--- src/rtl/core/cht_pkg.sv ---
// ----------------------------------------------------------------------------
// cht_pkg
// shared constants, types and codes of the column heads-and-tails transform
// ----------------------------------------------------------------------------
package cht_pkg;

  localparam int MAX_COLUMNS = 64;
  localparam int MAX_ROWS    = 4096;

  localparam int SAMPLE_W   = 32;
  localparam int VALUE_W    = 48;
  localparam int ROW_W      = $clog2(MAX_ROWS);
  localparam int COL_W      = $clog2(MAX_COLUMNS);
  localparam int ROWCNT_W   = ROW_W + 1;
  localparam int COLCNT_W   = COL_W + 1;
  localparam int SUM_W      = 48;
  localparam int XK_W       = SAMPLE_W + ROW_W + 1;
  localparam int NUM_W      = SUM_W + 1;
  localparam int DIV_W      = 2 * ROW_W;
  localparam int ROOT_W     = 31;
  localparam int SQ_W       = 2 * ROOT_W;
  localparam int DIV_STEPS  = SQ_W + 1;
  localparam int CNT_W      = $clog2(DIV_STEPS);
  localparam int MUL_A_W    = 32;
  localparam int PROD_W     = MUL_A_W + ROOT_W;
  localparam int HI_W       = NUM_W - MUL_A_W;
  localparam int PHI_W      = HI_W + ROOT_W;
  localparam int Q_W        = PHI_W + 2;

  localparam int CFG_IDX_W  = 2;
  localparam int CFG_DATA_W = ROWCNT_W;

  localparam logic [CFG_IDX_W-1:0] CFG_ROW_COUNT    = CFG_IDX_W'(0);
  localparam logic [CFG_IDX_W-1:0] CFG_COLUMN_COUNT = CFG_IDX_W'(1);

  localparam logic [ROWCNT_W-1:0] ROWS_MIN = ROWCNT_W'(2);
  localparam logic [ROWCNT_W-1:0] ROWS_MAX = ROWCNT_W'(MAX_ROWS);
  localparam logic [COLCNT_W-1:0] COLS_MIN = COLCNT_W'(1);
  localparam logic [COLCNT_W-1:0] COLS_MAX = COLCNT_W'(MAX_COLUMNS);

  localparam logic [Q_W-1:0] Q_POS_LIMIT = Q_W'((64'd1 << (VALUE_W - 1)) - 64'd1);
  localparam logic [Q_W-1:0] Q_NEG_LIMIT = Q_W'(64'd1 << (VALUE_W - 1));
  localparam logic [VALUE_W-1:0] VALUE_MAX = {1'b0, {(VALUE_W-1){1'b1}}};
  localparam logic [VALUE_W-1:0] VALUE_MIN = {1'b1, {(VALUE_W-1){1'b0}}};
  localparam logic [PROD_W:0] ROUND_HALF = (PROD_W+1)'(64'd1 << (ROOT_W - 1));

  typedef enum logic [3:0] {
    ST_IDLE,
    ST_LOAD,
    ST_SETUP_TAIL,
    ST_SETUP_HEAD,
    ST_DIV,
    ST_SQRT_INIT,
    ST_SQRT,
    ST_MUL_LO,
    ST_MUL_HI,
    ST_COMBINE,
    ST_EMIT
  } cht_state_e;

  typedef struct packed {
    logic accept;
    logic load;
    logic setup_tail;
    logic setup_head;
    logic div_step;
    logic sqrt_init;
    logic sqrt_step;
    logic mul_lo;
    logic mul_hi;
    logic combine;
    logic emit;
  } cht_cmd_t;

  typedef struct packed {
    logic row_zero;
    logic last_row;
    logic head_phase;
    logic div_done;
    logic sqrt_done;
    logic out_free;
  } cht_stat_t;

endpackage

--- src/rtl/core/cht_ctrl.sv ---
// ----------------------------------------------------------------------------
// cht_ctrl
// sequencer: load, reciprocal root (divide then square root), scale, emit
// ----------------------------------------------------------------------------
module cht_ctrl (
  input  logic              clk_i,
  input  logic              rst_ni,
  input  logic              in_valid_i,
  input  cht_pkg::cht_stat_t stat_i,
  output logic              in_ready_o,
  output cht_pkg::cht_cmd_t cmd_o
);

  cht_pkg::cht_state_e state_q, state_d;

  always_ff @(posedge clk_i or negedge rst_ni) begin
    if (!rst_ni) begin
      state_q <= cht_pkg::ST_IDLE;
    end else begin
      state_q <= state_d;
    end
  end

  always_comb begin
    state_d    = state_q;
    cmd_o      = '0;
    in_ready_o = 1'b0;
    unique case (state_q)
      cht_pkg::ST_IDLE: begin
        in_ready_o = 1'b1;
        if (in_valid_i) begin
          cmd_o.accept = 1'b1;
          state_d      = cht_pkg::ST_LOAD;
        end
      end
      cht_pkg::ST_LOAD: begin
        cmd_o.load = 1'b1;
        state_d    = stat_i.row_zero ? cht_pkg::ST_IDLE : cht_pkg::ST_SETUP_TAIL;
      end
      cht_pkg::ST_SETUP_TAIL: begin
        cmd_o.setup_tail = 1'b1;
        state_d          = cht_pkg::ST_DIV;
      end
      cht_pkg::ST_SETUP_HEAD: begin
        cmd_o.setup_head = 1'b1;
        state_d          = cht_pkg::ST_DIV;
      end
      cht_pkg::ST_DIV: begin
        cmd_o.div_step = 1'b1;
        if (stat_i.div_done) begin
          state_d = cht_pkg::ST_SQRT_INIT;
        end
      end
      cht_pkg::ST_SQRT_INIT: begin
        cmd_o.sqrt_init = 1'b1;
        state_d         = cht_pkg::ST_SQRT;
      end
      cht_pkg::ST_SQRT: begin
        cmd_o.sqrt_step = 1'b1;
        if (stat_i.sqrt_done) begin
          state_d = cht_pkg::ST_MUL_LO;
        end
      end
      cht_pkg::ST_MUL_LO: begin
        cmd_o.mul_lo = 1'b1;
        state_d      = cht_pkg::ST_MUL_HI;
      end
      cht_pkg::ST_MUL_HI: begin
        cmd_o.mul_hi = 1'b1;
        state_d      = cht_pkg::ST_COMBINE;
      end
      cht_pkg::ST_COMBINE: begin
        cmd_o.combine = 1'b1;
        state_d       = cht_pkg::ST_EMIT;
      end
      cht_pkg::ST_EMIT: begin
        if (stat_i.out_free) begin
          cmd_o.emit = 1'b1;
          if (!stat_i.head_phase && stat_i.last_row) begin
            state_d = cht_pkg::ST_SETUP_HEAD;
          end else begin
            state_d = cht_pkg::ST_IDLE;
          end
        end
      end
      default: begin
        state_d = cht_pkg::ST_IDLE;
      end
    endcase
  end

endmodule

--- config.mk ---
export PLATFORM = sky130hd
export DESIGN_NAME = cht_ctrl
export DESIGN_NICKNAME = d
export VERILOG_FILES = /design/src/rtl/core/cht_pkg.sv /design/src/rtl/core/cht_ctrl.sv
export SDC_FILE = /design/constraint.sdc
export NUM_CORES = 1
export LEC_CHECK = 0
export BUFFER_PORTS_ARGS = -buffer_cell sky130_fd_sc_hd__buf_2
export CAP_MARGIN = 20
export CORE_AREA = 4 4 41 43
export CTS_CLUSTER_SIZE = 10
export DETAILED_ROUTE_END_ITERATION = 8
export DIE_AREA = 0 0 45 47
export PLACE_DENSITY_LB_ADDON = 0.08
export RECOVER_POWER = 100
export SLEW_MARGIN = 20
export SYNTH_ARGS = -nofsm -noshare
export SYNTH_HDL_FRONTEND = slang
export SYNTH_SLANG_ARGS = --single-unit
--- constraint.sdc ---
create_clock -name clk_i -period 1.6 [get_ports clk_i]
set_input_delay 0.32 -clock clk_i [delete_from_list [all_inputs] [get_ports clk_i]]
set_output_delay 0.32 -clock clk_i [all_outputs]
set_load 0.02 [all_outputs]
; After elaboration in Yosys (flattened, before gate mapping)
; Index checks and enable logic that the tools add are counted.
[word_totals]
elab_cells = 41
reg_bits = 4
[op_classes]
muxes = 21
n_reduce_logical = 5
n_eq_ne = 14
[ops]
columns = operator, count
row1 = case mux 4 bit (10 select lines), 1
row2 = "equality test 4 x 3 -> 1 bit, second input constant", 4
row3 = 2-to-1 mux 4 bit, 4
row4 = 2-to-1 mux 1 bit, 14
row5 = "equality test 4 bit, second input constant", 3
row6 = "equality test 4 x 2 -> 1 bit, second input constant", 2
row7 = "!= test 2 bit, second input constant", 4
row8 = "equality test 4 x 1 -> 1 bit, second input constant", 1
row9 = zero test 4 bit, 1
row10 = 2-to-1 mux 2 bit, 2
row11 = AND reduction 4 bit, 1
row12 = OR reduction 2 bit, 1
row13 = logical AND 1 bit, 1
row14 = zero test 1 bit, 1

; Logic depth before layout (Yosys ltp)
; Gate-level depths: netlist of the first run.
[logic_depth]
ltp_word = 5
depth_mapped = 5
depth_no_buf = 4

; Worst setup path after synthesis of the first run
; OpenSTA, ideal clock, no wires.
[synth_path]
kind = reg-to-output
start = register state_q[1]
end = output cmd_o[10] (netlist name)
path_slack_ps = -409
t_arrival_ps = 1689
required_ps = 1280
path_stages_with_launch = 4
cell_sequence = dfrtp_1 > clkbuf_1 > nor4_1 > and2_1
[synth_lines]
columns = element, line
row1 = "start, declared", cht_ctrl.sv:14  ; cht_pkg::cht_state_e state_q, state_d;
row2 = "start signal, assigned", cht_ctrl.sv:18  ; state_q <= cht_pkg::ST_IDLE;
row3 = "start signal, assigned", cht_ctrl.sv:20  ; state_q <= state_d;
row4 = "end, declared", cht_ctrl.sv:11  ; output cht_pkg::cht_cmd_t cmd_o

==> results of run 1 <==
[where the power goes]
group          switching (µW)  internal, µW
Sequential               80.3           151
Clock                    38.7          83.7
Combinational             592           622
[synthesized netlist by cell type]
library cell / n / area (µm²)
nor4_1: 1 / 6.26
or2b_1: 1 / 7.51
and2_1: 1 / 6.26
nand2b_1: 4 / 25.0
buf_4: 1 / 7.51
nand3_1: 1 / 5.00
nor2_1: 8 / 30.0
nand2_1: 3 / 11.3
a22o_1: 1 / 8.76
nor2b_1: 1 / 6.26
a21oi_1: 1 / 5.00
nor3_1: 6 / 30.0
o21a_1: 1 / 7.51
o21ai_2: 1 / 8.76
a211oi_1: 1 / 7.51
nand3b_1: 1 / 7.51
a21o_1: 1 / 7.51
o31ai_2: 1 / 12.5
mux2_4: 2 / 30.0
buf_2: 3 / 15.0
o22ai_1: 1 / 6.26
clkbuf_1: 1 / 3.75
dfrtp_1: 4 / 100
and3b_1: 1 / 8.76
o21ai_0: 2 / 10.0
[through the flow]
stage               power, µW  util [%]  worst slack (ps)  std cells
finish                   1570      57.6             -78.2         96
global route             1660      57.6              -130         96
CTS                      1260      47.5             -65.0         91
detailed placement        976      39.7               107         83
global placement          994      39.7               123         83
floorplan                 780         -             -20.8         49
[layer usage]
layer | wire length, µm | GRT usage, % | vias up
met1 | 573 | 16.3 | 228
met2 | 686 | 20.6 | 19
met4 | 11 | 7.02 | 0
met3 | 79 | 2.30 | 2
li1 | - | - | 236
met5 | 0 | 0 | -
[cell type report]
cell class                      count  area (µm²)  share of cell area (%)
Sequential cell                     4         101                    13.5
Clock buffer                        3        22.5                    3.01
Timing Repair Buffer               34         272                    36.2
Tap cell                           15        18.8                    2.50
Multi-Input combinational cell     40         335                    44.7
[worst paths after layout]
kind,cells after the start,to,startpoint,slack [ps]
worst max-delay path,4,cmd_o[10],state_q[1]$_DFFE_PN0P_,-80
worst min-delay path,2,state_q[3]$_DFFE_PN0P_,rst_ni,450
worst max register to register,4,state_q[1]$_DFFE_PN0P_,state_q[1]$_DFFE_PN0P_,50
worst min register to register,1,state_q[1]$_DFFE_PN0P_,state_q[1]$_DFFE_PN0P_,580
max in group asynchronous,2,state_q[1]$_DFFE_PN0P_,rst_ni,950
min in group clk_i,3,state_q[3]$_DFFE_PN0P_,stat_i[0],460
[cell families after synthesis]
group / count (synthesis) / synth area share [%]
mux: 2 / 8.03
compound gates: 10 / 19.7
simple gates: 28 / 38.5
buf+inv: 5 / 7.02
flops: 4 / 26.8
[repair_timing]
| item | in CTS | in global routing |
|---|---|---|
| endpoints found under the setup margin | 10 | 13 |
| hold buffers | 1 | 0 |
| endpoints found under the hold margin | 4 | 0 |
| pin swaps | 1 | 3 |
| resized for setup | 12 | 26 |
| buffers inserted | 4 | 6 |
==> reports/metrics.cfg, run 1 <==
[routing]
firstDrtPassIters = 6
vias_per_cell = 5.05
via_count = 485
drt_iter0_markers = 8
remaining_drc_errors = 0
postRouteWirelength_mm = 1.35
antenna_left = 0
wl_per_cell_um = 14.1

[timing]
setup_tns_ps = -108
period_minus_slack_ps = 1680
period_share_pct = 105
whs_ps = 448
maxSlewHeadroom_pct = 78.4
skew_ps = 2.45
timing.fmax_mhz = 596
hold_viol_final = 0
tightest_slew_ps = 324
rsz0062_at_grt = true
worst_slack_ps = -78.2
setup_viol = 4
drv_slew = 0

[logic_synthesis]
synth_seq_cells = 4
ys_types = 25
ys_warn_count = 0
syn_avg_cell_area_um2 = 7.63
post_synth_inst_count = 49
ys_seq_area_share_pct = 26.8
syn_area_um2 = 374
syn-num-nets = 58

[final_layout]
final_cell_mix = buf_4, buf_2, buf_6
drive_gt1_share_pct = 67.9
final_cell_area_um2 = 749
reg_top3 = state_q: 4 flops
syn2layout_area_growth_pct = 100
top_register = state_q
antenna_cells = 0
fillers = 120
largest_reg_flops = 4
final_common_cell = buf_4
nNetsFinal = 92

[critical_path]
path_class = reg -> out
cp.arrival_ps = 1360
crit_fanout = 6
worstSetupEndpointType = output port
critPathMaxStageDelay_ps = 430
cp_num_buf_inv = 2
required_ps = 1280
critPathLaunchType = flip-flop
crit_slowest_cell = dfrtp_2
path_common_cell = buf_6
path_delay_family = simple AND/OR/NAND/NOR gates
crit_chain = buf_6 -> nor4_4 -> and2_4 -> buf_6

[placement]
placed_cell_area_um2 = 517
gp_congestion = 0.708
hpwl_um = 798
port_buffers = 20

[grt]
grt_max_degree = 13
grt_pass1_wl_mm = 1.96
antenna_found_initial = 0
overflow = 0
grt_pass1_vias = 438
grt_use_total_pct = 12.8

[job]
max-cap-violations = 0

[power_and_ir_drop]
power.density_nw_per_um2 = 2090
peakVddDrop_uv = 902
power_leakage_uw = 0.000346

[die]
rows = 13
placeableCoreArea_um2 = 1300
chipHeight_um = 47
die_area_um2 = 2120
start_util_pct = 28.8
pin_count = 21
die_x_um = 45

[cts]
cts_tree = built
cts_root_buffer = clkbuf_4
clockBufferDepth = 2
insertion_delay_ps = 230
htree_levels = 1
cts_buffers = 3
cts.sinks = 4
clk_pin_slew_ps = 40

[status]
violations = negative setup slack
status = complete, but fails checks

[worst_hold_path]
min_path_type = in -> async

Power figures use the tool's default switching activity.
==> run 2: changes to the inputs <==
Settings changed: RECOVER_POWER 100 to 25, SKIP_LAST_GASP from default to 1.
==> reports/metrics.cfg, run 2 (synthesis results as in run 1) <==
[status]
status = complete, but fails checks
violations = negative setup slack

[die]
placeableCoreArea_um2 = 1300  ; unchanged
chipHeight_um = 47  ; unchanged
die_x_um = 45  ; unchanged
rows = 13  ; unchanged
pin_count = 21  ; unchanged
start_util_pct = 28.8  ; unchanged
die_area_um2 = 2120  ; unchanged

[critical_path]
cp.arrival_ps = 1330  ; -30 ps
worstSetupEndpointType = output port
crit_fanout = 9  ; +3
required_ps = 1280  ; about the same
critPathLaunchType = flip-flop
startpoint = state_q[1]$_DFFE_PN0P_
r2r_start = state_q[3]$_DFFE_PN0P_
path_class = reg -> out

[routing]
antenna_left = 0  ; unchanged
via_count = 487  ; +0.41%
drt_iter0_markers = 9  ; +1
vias_per_cell = 5.02  ; -0.62%
remaining_drc_errors = 0  ; unchanged
firstDrtPassIters = 4  ; -2
wl_per_cell_um = 13.5  ; -3.7%
postRouteWirelength_mm = 1.31  ; -2.7%

[placement]
gp_congestion = 0.708  ; unchanged
port_buffers = 20  ; unchanged
hpwl_um = 798  ; unchanged

[job]
max-cap-violations = 0  ; unchanged

[final_layout]
nNetsFinal = 93  ; +1.1%
largest_reg_flops = 4  ; unchanged
register_area_um2 = 104  ; +2.5%
drive_gt1_share_pct = 64.6  ; -3.3 points
multi_input_area_um2 = 308  ; -8.2%
antenna_cells = 0  ; unchanged
final_common_cell = buf_4
reg_top3 = state_q: 4 flops
final_cell_mix = buf_4, buf_2, nor2_1, buf_6
top_register = state_q
fillers = 122  ; +1.7%
syn2layout_area_growth_pct = 93.6

[cts]
htree_levels = 1  ; unchanged
clk_pin_slew_ps = 40  ; about the same
insertion_delay_ps = 230  ; about the same
cts_root_buffer = clkbuf_4
cts_tree = built
clockBufferDepth = 2  ; unchanged
cts_buffers = 3  ; unchanged
cts.sinks = 4  ; unchanged

[timing]
setup_tns_ps = -53.7  ; +54.4 ps
hold_viol_final = 0  ; unchanged
whs_ps = 447  ; -0.877 ps
drv_slew = 0  ; unchanged
maxSlewHeadroom_pct = 83.1  ; +4.7 points
skew_ps = 0.127  ; -2.32 ps
rsz0062_at_grt = true
tightest_slew_ps = 252  ; -71.7 ps
worst_slack_ps = -53.7  ; +24.5 ps
timing.fmax_mhz = 605  ; +1.5%
setup_viol = 1  ; -3
period_share_pct = 103  ; -1.5 points
period_minus_slack_ps = 1650  ; -24.5 ps

[grt]
antenna_found_initial = 0  ; unchanged
grt_max_degree = 13  ; unchanged
overflow = 0  ; unchanged
grt_pass1_wl_mm = 1.84  ; -6.0%
grt_use_total_pct = 12.1  ; -0.79 points
grt_pass1_vias = 428  ; -2.3%

[power_and_ir_drop]
power_leakage_uw = 0.000342  ; -1.2%
power.density_nw_per_um2 = 2080  ; -0.66%
peakVddDrop_uv = 902  ; about the same

[worst_hold_path]
min_path_type = in -> async

-- run 2: cell types whose count changed in the layout (fill, tap and decap cells not counted), moves of 2 or more --
cell,before,now
nor3_1,1,3
dfrtp_1,3,1
dfrtp_2,1,3
buf_6,8,6
nand2b_1,1,3
buf_4,13,16
-- run 2: cell type report --
type                            count  area share [%]
Clock buffer                        3            3.11
Multi-Input combinational cell     40            42.5
Tap cell                           15            2.59
Sequential cell                     4            14.3
Timing Repair Buffer               35            37.5
-- run 2: through the flow --
| stage | std cells | total power, µW | cell area, µm² | utilization (%) | worst slack (ps) |
|---|---|---|---|---|---|
| 2_1_floorplan | 49 | 780 | 394 | - | -20.8 |
| 3_3_place_gp | 83 | 994 | 517 | 39.7 | 123 |
| 3_5_place_dp | 83 | 976 | 517 | 39.7 | 107 |
| 4_1_cts | 91 | 1220 | 599 | 46.1 | -71.3 |
| 5_1_grt | 97 | 1590 | 724 | 55.7 | -106 |
| 6_report | 97 | 1500 | 724 | 55.7 | -53.7 |
-- run 2: worst paths after layout --
check                                         end  slack, ps  cells past startpoint
setup / recovery                        cmd_o[10]        -50                      4
hold / removal             state_q[3]$_DFFE_PN0P_        450                      2
setup reg to reg           state_q[1]$_DFFE_PN0P_         60                      6
hold reg to reg            state_q[1]$_DFFE_PN0P_        560                      1
max in group asynchronous  state_q[0]$_DFFE_PN0P_        950                      2
min in group clk_i         state_q[3]$_DFFE_PN0P_        470                      3
-- run 2: critical path, cell delays in order, from the launching register on --
cell     delay, ps
dfrtp_2        420
buf_4          180
nor4_4         220
and2_4         180
buf_6          100
-- run 2: layer usage --
| metal | track usage (%) | up-vias | wire [µm] |
|---|---|---|---|
| met5 | 0 | - | 0 |
| met4 | 7.02 | 0 | 21 |
| met3 | 2.30 | 4 | 105 |
| met2 | 18.9 | 27 | 642 |
| met1 | 15.4 | 217 | 545 |
| li1 | - | 239 | - |
-- run 2: what timing repair did --
action | 4_1_cts | 5_1_grt
hold endpoints to repair | 4 | 0
setup endpoints to repair | 10 | 13
setup buffers | 4 | 6
hold buffers | 1 | 0
pin swaps | 1 | 4
resized for setup | 8 | 19
-- run 2: where the power goes --
part | switching (µW) | internal [µW] | leakage [µW]
combinational | 547 | 591 | 0.000282
sequential | 86.1 | 156 | 0.0000464
clock | 40.4 | 83.8 | 0.0000138
